File: src/hdl/odo_pkg.sv
`timescale 1ns / 1ps
`default_nettype none
// ----------------------------------------------------------------------------
// Odometry package
// Shared types, register indexes and saturation helper for the differential
// drive odometry unit.
// ----------------------------------------------------------------------------
package odo_pkg;

  // Configuration register indexes.
  localparam int unsigned CfgIdxW = 3;
  localparam logic [CfgIdxW-1:0] REG_LEFT_MM_PER_COUNT  = 3'd0;
  localparam logic [CfgIdxW-1:0] REG_RIGHT_MM_PER_COUNT = 3'd1;
  localparam logic [CfgIdxW-1:0] REG_DEGREES_PER_MM     = 3'd2;
  localparam logic [CfgIdxW-1:0] REG_LOOP_RATE_HZ       = 3'd3;
  localparam logic [CfgIdxW-1:0] REG_LEFT_REVERSE       = 3'd4;
  localparam logic [CfgIdxW-1:0] REG_RIGHT_REVERSE      = 3'd5;

  localparam int unsigned CfgDataW = 24;

  // Reset values of the configuration registers.
  localparam logic [23:0] LEFT_MPC_RST  = 24'd524288;
  localparam logic [23:0] RIGHT_MPC_RST = 24'd524288;
  localparam logic [23:0] DEG_MM_RST    = 24'd1048576;
  localparam logic [15:0] RATE_RST      = 16'd1000;

  // Sequencer states.
  typedef enum logic [2:0] {
    ST_IDLE,
    ST_SCALE,
    ST_STEP,
    ST_ACCUM,
    ST_FINISH
  } odo_state_e;

  // Commands from the controller to the datapath.
  typedef struct packed {
    logic accept;  // take a new beat: deltas, totals, clear on func
    logic scale;   // wheel counts times mm per count
    logic step;    // forward step and rotation product
    logic accum;   // rotation step and distance update
    logic finish;  // heading update and load of the output register
  } odo_cmd_t;

  // Clamp a signed value to the signed 32-bit range.
  function automatic logic signed [31:0] sat32(input logic signed [63:0] x);
    logic signed [63:0] hi;
    logic signed [63:0] lo;
    hi = 64'sd2147483647;
    lo = -64'sd2147483648;
    if (x > hi) begin
      sat32 = 32'sh7FFFFFFF;
    end else if (x < lo) begin
      sat32 = 32'sh80000000;
    end else begin
      sat32 = x[31:0];
    end
  endfunction

endpackage
`default_nettype wire

File: src/hdl/odo_ctrl.sv
`timescale 1ns / 1ps
`default_nettype none
// ----------------------------------------------------------------------------
// Odometry controller
// Steps one beat through the datapath and owns the output valid flag.
// ----------------------------------------------------------------------------
module odo_ctrl (
  input  wire logic             clk_i,
  input  wire logic             rst_ni,
  input  wire logic             in_valid_i,
  output logic                  in_stall_o,
  output logic                  out_valid_o,
  input  wire logic             out_stall_i,
  output odo_pkg::odo_cmd_t     cmd_o
);

  odo_pkg::odo_state_e state_q, state_d;
  logic                out_valid_q, out_valid_d;
  logic                can_load;

  // State and output flag registers.
  always_ff @(posedge clk_i or negedge rst_ni) begin
    if (!rst_ni) begin
      state_q     <= odo_pkg::ST_IDLE;
      out_valid_q <= 1'b0;
    end else begin
      state_q     <= state_d;
      out_valid_q <= out_valid_d;
    end
  end

  // The output register can take a new result when empty or being drained.
  assign can_load = !out_valid_q || !out_stall_i;

  // Next state and commands.
  always_comb begin
    state_d     = state_q;
    out_valid_d = out_valid_q;
    cmd_o       = '0;
    in_stall_o  = 1'b1;
    if (out_valid_q && !out_stall_i) begin
      out_valid_d = 1'b0;
    end
    case (state_q)
      odo_pkg::ST_IDLE: begin
        in_stall_o = 1'b0;
        if (in_valid_i) begin
          cmd_o.accept = 1'b1;
          state_d      = odo_pkg::ST_SCALE;
        end
      end
      odo_pkg::ST_SCALE: begin
        cmd_o.scale = 1'b1;
        state_d     = odo_pkg::ST_STEP;
      end
      odo_pkg::ST_STEP: begin
        cmd_o.step = 1'b1;
        state_d    = odo_pkg::ST_ACCUM;
      end
      odo_pkg::ST_ACCUM: begin
        cmd_o.accum = 1'b1;
        state_d     = odo_pkg::ST_FINISH;
      end
      odo_pkg::ST_FINISH: begin
        if (can_load) begin
          cmd_o.finish = 1'b1;
          out_valid_d  = 1'b1;
          state_d      = odo_pkg::ST_IDLE;
        end
      end
      default: begin
        state_d = odo_pkg::ST_IDLE;
      end
    endcase
  end

  assign out_valid_o = out_valid_q;

endmodule
`default_nettype wire

File: config.mk
export PLATFORM = sky130hd
export DESIGN_NAME = odo_ctrl
export DESIGN_NICKNAME = d
export VERILOG_FILES = /design/src/hdl/odo_pkg.sv /design/src/hdl/odo_ctrl.sv
export SDC_FILE = /design/constraint.sdc
export NUM_CORES = 1
export LEC_CHECK = 0
export BUFFER_PORTS_ARGS = -buffer_cell sky130_fd_sc_hd__buf_4
export CAP_MARGIN = 30
export CORE_AREA = 2 2 39 41
export DETAILED_ROUTE_END_ITERATION = 6
export DIE_AREA = 0 0 41 43
export PLACE_DENSITY_LB_ADDON = 0.12
export SLEW_MARGIN = 40
export SYNTH_ARGS = -nofsm -noshare
export SYNTH_HDL_FRONTEND = slang
export SYNTH_SLANG_ARGS = --single-unit
File: constraint.sdc
create_clock -name clk_i -period 1.6 [get_ports clk_i]
set_clock_uncertainty 0.05 [all_clocks]
set_input_delay 0.08 -clock clk_i [delete_from_list [all_inputs] [get_ports clk_i]]
set_output_delay 0.08 -clock clk_i [all_outputs]
set_load 0.05 [all_outputs]
* Word level (Yosys, flattened, before mapping)
Index checks and enable logic that the tools add are counted.
** Operators by class
- Add/sub/neg operators :: 0
- Multipliers :: 0
- Div/mod/pow operators :: 0
- $lt $le $gt $ge :: 0
- Eq/ne operators :: 6
- Shift operators :: 0
- Muxes and demuxes :: 14
- Bitwise logic cells :: 0
- Reduce and logical (&&, ||, !) cells :: 6
** Operators with widths (count)
- one-hot mux 3 bit (5 select lines) :: 1
- 2-to-1 mux 1 bit :: 11
- equality test 3 x 2 -> 1 bit (second input constant) :: 2
- 2-to-1 mux 3 bit :: 2
- inequality test 2 bit (second input constant) :: 2
- equality test 3 x 1 -> 1 bit (second input constant) :: 1
- equality test 3 bit (second input constant) :: 1
- zero test 3 bit :: 1
- zero test 1 bit :: 2
- AND reduction 2 bit :: 1
- logical AND 1 bit :: 1
- logical OR 1 bit :: 1
** Storage, ports and cells
- Bits in registers :: 4
- Bits in latches :: 0
- Bits in writable memories :: 0
- ROM bits :: 0
- Input bits :: 4
- Logic and storage cells :: 28
- Memories :: 0

* Depth between registers and ports, before layout
Gate-level depths: netlist of run 1.
- Depth after elaboration :: 5
- Mapped depth :: 2
- Gate-level depth less buffers :: 2

* Least setup slack after synthesis of run 1
Ideal clock, no wire load.
- Path type :: register -> output
- From :: reg state_q[0]
- To :: out cmd_o[4] (netlist bit)
- Arrival time :: 1.763 ns
- Required time :: 1.470 ns
- Slack :: -0.293 ns
- Stages on the path, launching flop included :: 3
- Path buffers :: 0
- Cell sequence :: dfrtp_1 -> or3_1 -> nor2_1
** RTL lines
- start, declared :: RTL line odo_ctrl.sv:17 : odo_pkg::odo_state_e state_q, state_d;
- start signal, assigned :: RTL line odo_ctrl.sv:24 : state_q <= odo_pkg::ST_IDLE;
- start signal, assigned :: RTL line odo_ctrl.sv:27 : state_q <= state_d;
- end, declared :: RTL line odo_ctrl.sv:14 : output odo_pkg::odo_cmd_t cmd_o

==> results.sh, run 1 <==
export IMPL_antenna_cells=0
export IMPL_drtIter0Drc=2
export IMPL_wire_per_inst_um=10.1
export IMPL_die_w_um=41
export IMPL_setup_ws_ns=0.0732
export IMPL_syn_avg_cell_area_um2=9.88
export IMPL_final_cells=49
export IMPL_fp_coreArea_um2=1380
export IMPL_r2r_start="state_q[0]"
export IMPL_synthCells=19
export IMPL_placed_cell_area_um2=289
export IMPL_nFillCells=155
export IMPL_ys_seq_area_share_pct=53.3
export IMPL_ant_nets=0
export IMPL_syn_nets=23
export IMPL_clkSinkCount=4
export IMPL_drc=0
export IMPL_die_area_um2=1760
export IMPL_hold_depth=3
export IMPL_rsz0062_at_grt="no"
export IMPL_dr_total_vias=184
export IMPL_cts_reportedPaths_clkPinSlew_ns=0.04
export IMPL_postCtsSetupRepairBufs=0
export IMPL_hold_violations=0
export IMPL_clockRootBuffer="clkbuf_4"
export IMPL_htree_num_levels=1
export IMPL_floorplan_initialDensity_pct=13.6
export IMPL_r2r_end="state_q[2]"
export IMPL_fin_crit_sh_pct=95.4
export IMPL_slew_violations=0
export IMPL_finalSetupViolCount=0
export IMPL_ios=11
export IMPL_max_freq_mhz=655
export IMPL_synth_top_cell_by_area="dfrtp_1"
export IMPL_worst_slew_pin_slew_ns=0.166
export IMPL_grt_pass1_vias=182
export IMPL_setup_worst_path_class="reg2out"
export IMPL_track_usage_pct=6.96
export IMPL_rrSetupSlack_ns=0.46
export IMPL_ys_top_cells_by_area="dfrtp_1 (53%), nor3b_1 (8.0%), nor2_1 (6.0%)"
export IMPL_drv_cap=0
export IMPL_syn_area_um2=188
export IMPL_grt_max_degree=8
export IMPL_antenna_found_initial=0
export IMPL_hold_start="out_stall_i"
export IMPL_multi_input_area_um2=92.6
export IMPL_grt_pass1_wl_um=772
export IMPL_synth_seq_cells=4
export IMPL_synth_top_cell_area_share_pct=53.3
export IMPL_numPortBuffers=10
export IMPL_hp_class="in2reg"
export IMPL_syn2layout_area_growth_pct=76.7
export IMPL_place_gp_congestion=0.630
export IMPL_crit_fanout=7
export IMPL_design_area_um2=332
export IMPL_reg2regPathDepth=2
export IMPL_vias_per_cell=3.76
export IMPL_required_ns=1.47
export IMPL_dp_hpwl_um=357
export IMPL_status="finished, final reports clean"
export IMPL_post_place_ws_ns=0.255
export IMPL_nets=39
export IMPL_hold_end="out_valid_o"
export IMPL_cts_buffers=3
export IMPL_num_rows=14
export IMPL_placed_cells=45
export IMPL_regArea_um2=104
export IMPL_finalCriticalPeriod_ns=1.53
export IMPL_clkLatencyLatePin_ns=0.23
export IMPL_drive_gt1_share_pct=57.6
export IMPL_final_common_cell="buf_4"
export IMPL_cts_tree="yes"
export IMPL_wirelength_um=496
export IMPL_clock_tree_buffer_depth=2
export IMPL_slew_headroom_pct=88.9
export IMPL_fp_dieH_um=43
export IMPL_arrival_ns=1.40
export IMPL_synth_cell_types=12
export IMPL_dr_pass1_iters=4
export IMPL_globalRouteOverflowTotal=0
export IMPL_cp_start_kind="register"
export IMPL_end_kind="primary output"
export IMPL_layout_common_cells="buf_4 (9), clkbuf_4 (3), dfrtp_2 (3)"
export IMPL_yosys_warnings=0
-- sequential cells by signal, summed over array words and instances, names as in the netlist --
signal and flops:
state_q 3, out_valid_o 1
-- worst max-delay path: stages (launching register included) --
cell and delay [ns]:
dfrtp_2 0.45, or3b_4 0.42, a21oi_2 0.13, buf_6 0.17
-- how the worst max path moves through the flow --
stage | start | endpoint | slack (ns)
floorplan | state_q[0] | cmd_o[2] | -0.12
global placement | state_q[0] | cmd_o[0] | 0.26
detailed placement | state_q[0] | cmd_o[0] | 0.26
CTS | state_q[0] | cmd_o[0] | 0.003
global route | state_q[0] | cmd_o[0] | 0.006
finish | state_q[0] | cmd_o[0] | 0.07
-- synthesized netlist by cell type --
cell      n
o21bai_1  1
inv_1     1
dfrtp_1   4
nand2_1   2
a21oi_1   1
nor3b_1   2
xnor2_1   1
or3_1     1
nor3_1    1
nor2_1    3
and3b_1   1
or3b_1    1
-- cell type report --
type                    instances  area share, %
repair buffers                 11           26.8
multi-input cells              14           27.9
clock buffers                   3           6.79
inverters                       1           1.13
well taps                      16           6.04
flip-flops and latches          4           31.3
-- kinds of logic after synthesis --
group,count (synthesis),share of synthesized area (%)
compound gates,2,6.67
xor+xnor,1,4.67
buf+inv,1,2.00
flops,4,53.3
simple gates,11,33.3
-- stage by stage --
step | setup TNS [ns] | util [%] | hold slack, ns
2_1_floorplan | -0.309 | - | -0.266
3_3_place_gp | 0 | 20.9 | -0.173
3_5_place_dp | 0 | 20.9 | -0.172
4_1_cts | 0 | 23.2 | 0.0276
5_1_grt | 0 | 24.0 | 0.0453
6_report | 0 | 24.0 | 0.0322
-- metal layers --
metal / vias up / part of all wire [%] / track usage, %
met5: - / 0 / 0
met4: 0 / 0 / 4.00
met3: 0 / 10 / 4.71
met2: 11 / 40 / 7.50
met1: 81 / 49 / 9.80
li1: 92 / - / -
-- repair_timing --
action / in CTS / in global routing
gates resized for setup: 0 / 5
hold buffers: 1 / 0
setup endpoints to repair: 0 / 1
endpoints found under the hold margin: 4 / 0
Power of run 1 is not shown: default switching activity piles up to over one toggle a cycle in this logic, so the estimate is an artifact.
==> inputs of run 2 (changes only) <==
--- a/config.mk
+++ b/config.mk
@@ -5,6 +5,7 @@
 export SDC_FILE = /design/constraint.sdc
 export NUM_CORES = 1
 export LEC_CHECK = 0
+export ABC_AREA = 1
 export BUFFER_PORTS_ARGS = -buffer_cell sky130_fd_sc_hd__buf_4
 export CAP_MARGIN = 30
 export CORE_AREA = 2 2 39 41
==> run 2 against run 1 <==
Against the previous run:
- via count increased by 7.6%
- critical path depth increased by 1
- core utilization increased by 1.5 points
- global-route usage decreased by 0.61 points
- sequential share of layout area decreased by 3.0 points
- synthesized cell count increased by 32%
- sequential cell count unchanged
- fmax increased by 21%
- worst hold slack improved by 0.030 ns
==> results.sh, run 2 <==
export IMPL_status="finished, final reports clean"
export IMPL_place_gp_congestion=0.656
export IMPL_multi_input_area_um2=92.6
export IMPL_syn2layout_area_growth_pct=56.7
export IMPL_fin_crit_sh_pct=78.5
export IMPL_antenna_found_initial=0
export IMPL_slew_headroom_pct=89.1
export IMPL_grt_max_degree=6
export IMPL_fin_tns_setup_ns=0
export IMPL_htree_num_levels=1
export IMPL_synth_cell_types=12
export IMPL_synthCells=25
export IMPL_hold_violations=0
export IMPL_arrival_ns=1.13
export IMPL_syn_nets=29
export IMPL_nets=45
export IMPL_final_common_cell="buf_4"
export IMPL_drv_cap=0
export IMPL_path_cells="inv_4 -> nand3_4 -> nor2_1 -> buf_4"
export IMPL_rsz0062_at_grt="no"
export IMPL_cp_slowest_cell="dfrtp_1"
export IMPL_synth_most_common_cell="inv_1"
export IMPL_path_delay_family="flip-flops"
export IMPL_dp_hpwl_um=368
export IMPL_dr_pass1_iters=1
export IMPL_syn_area_um2=225
export IMPL_required_ns=1.47
export IMPL_synth_seq_cells=4
export IMPL_layout_common_cells="buf_4 (10), inv_1 (5), dfrtp_1 (4)"
export IMPL_cpPeakStageDelay_ns=0.41
export IMPL_yosys_warnings=0
export IMPL_hp_class="in2reg"
export IMPL_top_register="state_q"
export IMPL_ios=11
export IMPL_grt_pass1_wl_um=655
export IMPL_clkSinkCount=4
export IMPL_drtIter0Drc=0
export IMPL_cts_buffers=3
export IMPL_syn_avg_cell_area_um2=9.01
export IMPL_drive_gt1_share_pct=56.4
export IMPL_cts_reportedPaths_clkPinSlew_ns=0.04
export IMPL_fp_coreArea_um2=1380
export IMPL_critPathBufInv=2
export IMPL_nFillCells=150
export IMPL_vias_per_cell=3.60
export IMPL_wirelength_um=439
export IMPL_drc=0
export IMPL_antenna_cells=0
export IMPL_synth_commonest_cells="inv_1 (5), dfrtp_1 (4), nand2_1 (3)"
export IMPL_max_freq_mhz=796
export IMPL_largest_register_ffs=3
export IMPL_num_rows=14
export IMPL_cts_tree="yes"
export IMPL_die_area_um2=1760
export IMPL_track_usage_pct=6.36
export IMPL_finalSetupViolCount=0
export IMPL_clock_tree_buffer_depth=2
export IMPL_ant_nets=0
export IMPL_die_w_um=41
export IMPL_synthFlopType="dfrtp_1"
export IMPL_ys_top_cells_by_area="dfrtp_1 (44%), nand3_2 (8.9%), inv_1 (8.3%)"
export IMPL_clockRootBuffer="clkbuf_4"
export IMPL_cp_start_kind="register"
export IMPL_crit_fanout=5
export IMPL_postCtsSetupRepairBufs=0
export IMPL_setup_worst_path_class="reg2out"
export IMPL_numPortBuffers=10
export IMPL_floorplan_initialDensity_pct=16.3
export IMPL_synth_edff_count=0
export IMPL_rrSetupSlack_ns=0.75
export IMPL_synth_top_cell_area_share_pct=44.4
export IMPL_synth_top_cell_by_area="dfrtp_1"
export IMPL_slew_violations=0
export IMPL_dr_total_vias=198
export IMPL_synthArstFlopShare_pct=100
export IMPL_regArea_um2=100
export IMPL_fp_dieH_um=43
export IMPL_ys_seq_area_share_pct=44.4
export IMPL_clkLatencyLatePin_ns=0.23
export IMPL_globalRouteOverflowTotal=0
export IMPL_end_kind="primary output"
export IMPL_finalCriticalPeriod_ns=1.26
export IMPL_worst_slew_pin_slew_ns=0.163
export IMPL_grt_pass1_vias=176
export IMPL_wire_per_inst_um=7.98
==> run 2: layout make-up <==
type	count	area share, %
Multi-Input combinational cell	13	26.2
Clock buffer	3	6.38
Sequential cell	4	28.4
Inverter	8	9.22
Tap cell	16	5.67
Timing Repair Buffer	11	24.1
==> run 2: cells by family after synthesis <==
family                 Yosys count  share of synthesized area [%]
DFF                              4                           44.4
AOI/OAI and AO/OA                3                           11.1
and+or+nand+nor                 10                           30.0
buffers and inverters            8                           14.4
==> run 2: path summary, 6_finish.rpt <==
check | start | endpoint | depth (start not counted)
max | state_q[1] | cmd_o[0] | 4
min | out_stall_i | out_valid_o | 3
max reg2reg | state_q[0] | state_q[1] | 3
min reg2reg | out_valid_o | out_valid_o | 2
max in group asynchronous | rst_ni | state_q[0] | 2
min in group asynchronous | rst_ni | out_valid_o | 2
==> run 2: per-stage QoR <==
stage          hold WS (ns)  cell area (um2)  utilization [%]  std cells  setup slack, ns
2_1_floorplan        -0.266              225                -         25           0.0212
3_3_place_gp         -0.171              320             23.1         51            0.568
3_5_place_dp         -0.170              320             23.1         51            0.575
4_1_cts              0.0542              353             25.5         55            0.311
5_1_grt              0.0702              353             25.5         55            0.254
6_report             0.0624              353             25.5         55            0.343
==> run 2: per-layer routing <==
metal	routed length [um]	part of all wire (%)	global-route usage, %	vias to the layer above
met1	176	40	6.54	86
met3	36	8.2	1.57	0
li1	-	-	-	106
met5	0	0	0	-
met4	0	0	10.0	0
met2	226	51	7.81	6
==> run 2: worst register-to-register path: stages (launching register included) <==
cell     delay, ns
dfrtp_1       0.40
inv_2         0.11
nand2_1       0.08
o21ai_2       0.12
==> run 2: timing repair <==
item                                   CTS  global route
gates resized for setup                  0             0
endpoints found under the hold margin    4             0
hold buffers                             1             0
Power of run 2 is left out for the same reason.
==> inputs of run 3 (changes only) <==
==> constraint.sdc (replaced) <==
create_clock -name clk_i -period 1.15 [get_ports clk_i]
set_clock_uncertainty 0.05 [all_clocks]
set_input_delay 0.0575 -clock clk_i [delete_from_list [all_inputs] [get_ports clk_i]]
set_output_delay 0.0575 -clock clk_i [all_outputs]
set_load 0.05 [all_outputs]
==> run 3 against run 2 <==
Against the previous run:
- the flow now finishes with violations (negative setup slack)
- global-route usage increased by 1.3 points
- clock-buffer cell count is the same
- register-to-register slack worse by 0.57 ns
- critical path type unchanged
- design area is 37% higher
- via count grew 19%
- largest cell class is now non-clock buffers
==> results.sh, run 3 (synthesized netlist as in run 2, its figures left out) <==
export IMPL_cts_reportedPaths_clkPinSlew_ns=0.03
export IMPL_finalCriticalPeriod_ns=1.20
export IMPL_drv_cap=0
export IMPL_reg2regPathDepth=4
export IMPL_rsz0062_at_grt="yes"
export IMPL_use_met3_pct=1.57
export IMPL_top_register="state_q"
export IMPL_end_kind="primary output"
export IMPL_slew_violations=0
export IMPL_required_ns=1.04
export IMPL_cts_tree="yes"
export IMPL_crit_fanout=5
export IMPL_clkLatencyLatePin_ns=0.23
export IMPL_hold_end="state_q[0]"
export IMPL_track_usage_pct=7.65
export IMPL_fin_crit_sh_pct=105
export IMPL_fp_dieH_um=43
export IMPL_cts_buffers=3
export IMPL_dr_total_vias=235
export IMPL_wire_per_inst_um=8.06
export IMPL_die_w_um=41
export IMPL_nFillCells=151
export IMPL_num_rows=14
export IMPL_drc=0
export IMPL_clkSinkCount=4
export IMPL_clockRootBuffer="clkbuf_4"
export IMPL_rrSetupSlack_ns=0.18
export IMPL_dr_pass1_iters=3
export IMPL_hold_depth=3
export IMPL_clock_tree_buffer_depth=2
export IMPL_globalRouteMet1Util_pct=8.44
export IMPL_max_freq_mhz=831
export IMPL_use_met2_pct=10.9
export IMPL_largest_register_ffs=3
export IMPL_setup_ws_ns=-0.0540
export IMPL_place_gp_congestion=0.571
export IMPL_violations="negative setup slack"
export IMPL_cp_start_kind="register"
export IMPL_finalSetupViolCount=4
export IMPL_grt_pass1_vias=227
export IMPL_antenna_found_initial=0
export IMPL_vias_per_cell=3.79
export IMPL_setup_worst_path_class="reg2out"
export IMPL_ant_nets=0
export IMPL_globalRouteOverflowTotal=0
export IMPL_ios=11
export IMPL_r2r_end="state_q[2]"
export IMPL_dp_hpwl_um=365
export IMPL_grt_busiest_layer="met2"
export IMPL_wirelength_um=500
export IMPL_hold_start="in_valid_i"
export IMPL_htree_num_levels=1
export IMPL_hp_class="in2reg"
export IMPL_r2r_start="state_q[1]"
export IMPL_arrival_ns=1.10
export IMPL_syn2layout_area_growth_pct=115
export IMPL_grt_pass1_wl_um=883
export IMPL_fp_coreArea_um2=1380
export IMPL_fin_tns_setup_ns=-0.164
export IMPL_numPortBuffers=10
export IMPL_floorplan_initialDensity_pct=16.3
export IMPL_worst_slew_pin_slew_ns=0.169
export IMPL_antenna_cells=0
export IMPL_status="complete, but fails checks"
export IMPL_layout_common_cells="buf_4 (10), buf_6 (4)"
export IMPL_drtIter0Drc=2
export IMPL_hold_violations=0
export IMPL_nets=52
export IMPL_final_common_cell="buf_4"
export IMPL_drive_gt1_share_pct=78.3
export IMPL_slew_headroom_pct=88.7
export IMPL_die_area_um2=1760
export IMPL_grt_max_degree=6
-- run 3: per-stage QoR --
stage	utilization [%]	instance area [um2]	instances	setup slack, ns	hold WS, ns
finish	35.0	484	62	-0.0540	0.0358
global route	35.0	484	62	-0.112	0.0612
CTS	32.5	450	60	-0.0612	0.0280
detailed placement	24.8	343	51	0.130	-0.195
global placement	24.8	343	51	0.129	-0.194
floorplan	-	248	25	-0.0628	-0.288
-- run 3: layout make-up --
cell class | instances | area (um2) | share of cell area, %
timing repair buffer | 18 | 175 | 36.2
multi-input combinational | 13 | 130 | 26.9
sequential | 4 | 101 | 20.9
inverter | 8 | 35.0 | 7.24
clock buffer | 3 | 22.5 | 4.65
tap | 16 | 20.0 | 4.13
-- run 3: worst max-delay path, cell delays in order (launching register included) --
cell and delay (ns):
dfrtp_2 0.42, inv_4 0.11, nand3_4 0.09, nor2_4 0.09
buf_8 0.15
-- run 3: how the worst max path moves through the flow --
stage,endpoint,from,cells after the start,slack [ns]
5_1_grt,cmd_o[0],state_q[1],4,-0.11
4_1_cts,cmd_o[0],state_q[1],4,-0.06
2_1_floorplan,cmd_o[0],out_valid_o,3,-0.06
6_report,cmd_o[4],state_q[1],4,-0.05
3_3_place_gp,cmd_o[1],state_q[2],4,0.13
3_5_place_dp,cmd_o[1],state_q[2],4,0.13
-- run 3: metal layers --
layer / share of wire (%) / wire (um)
met4: 2.8 / 14
met1: 33 / 167
met3: 8.8 / 44
met2: 55 / 273
met5: 0 / 0
-- run 3: repair_timing --
action	in CTS	in global routing
buffers inserted	5	2
endpoints found under the setup margin	6	6
endpoints found under the hold margin	4	0
resized for setup	12	5
gates cloned	0	0
hold buffers	1	0
pin swaps	2	3
Power of run 3 is left out for the same reason.
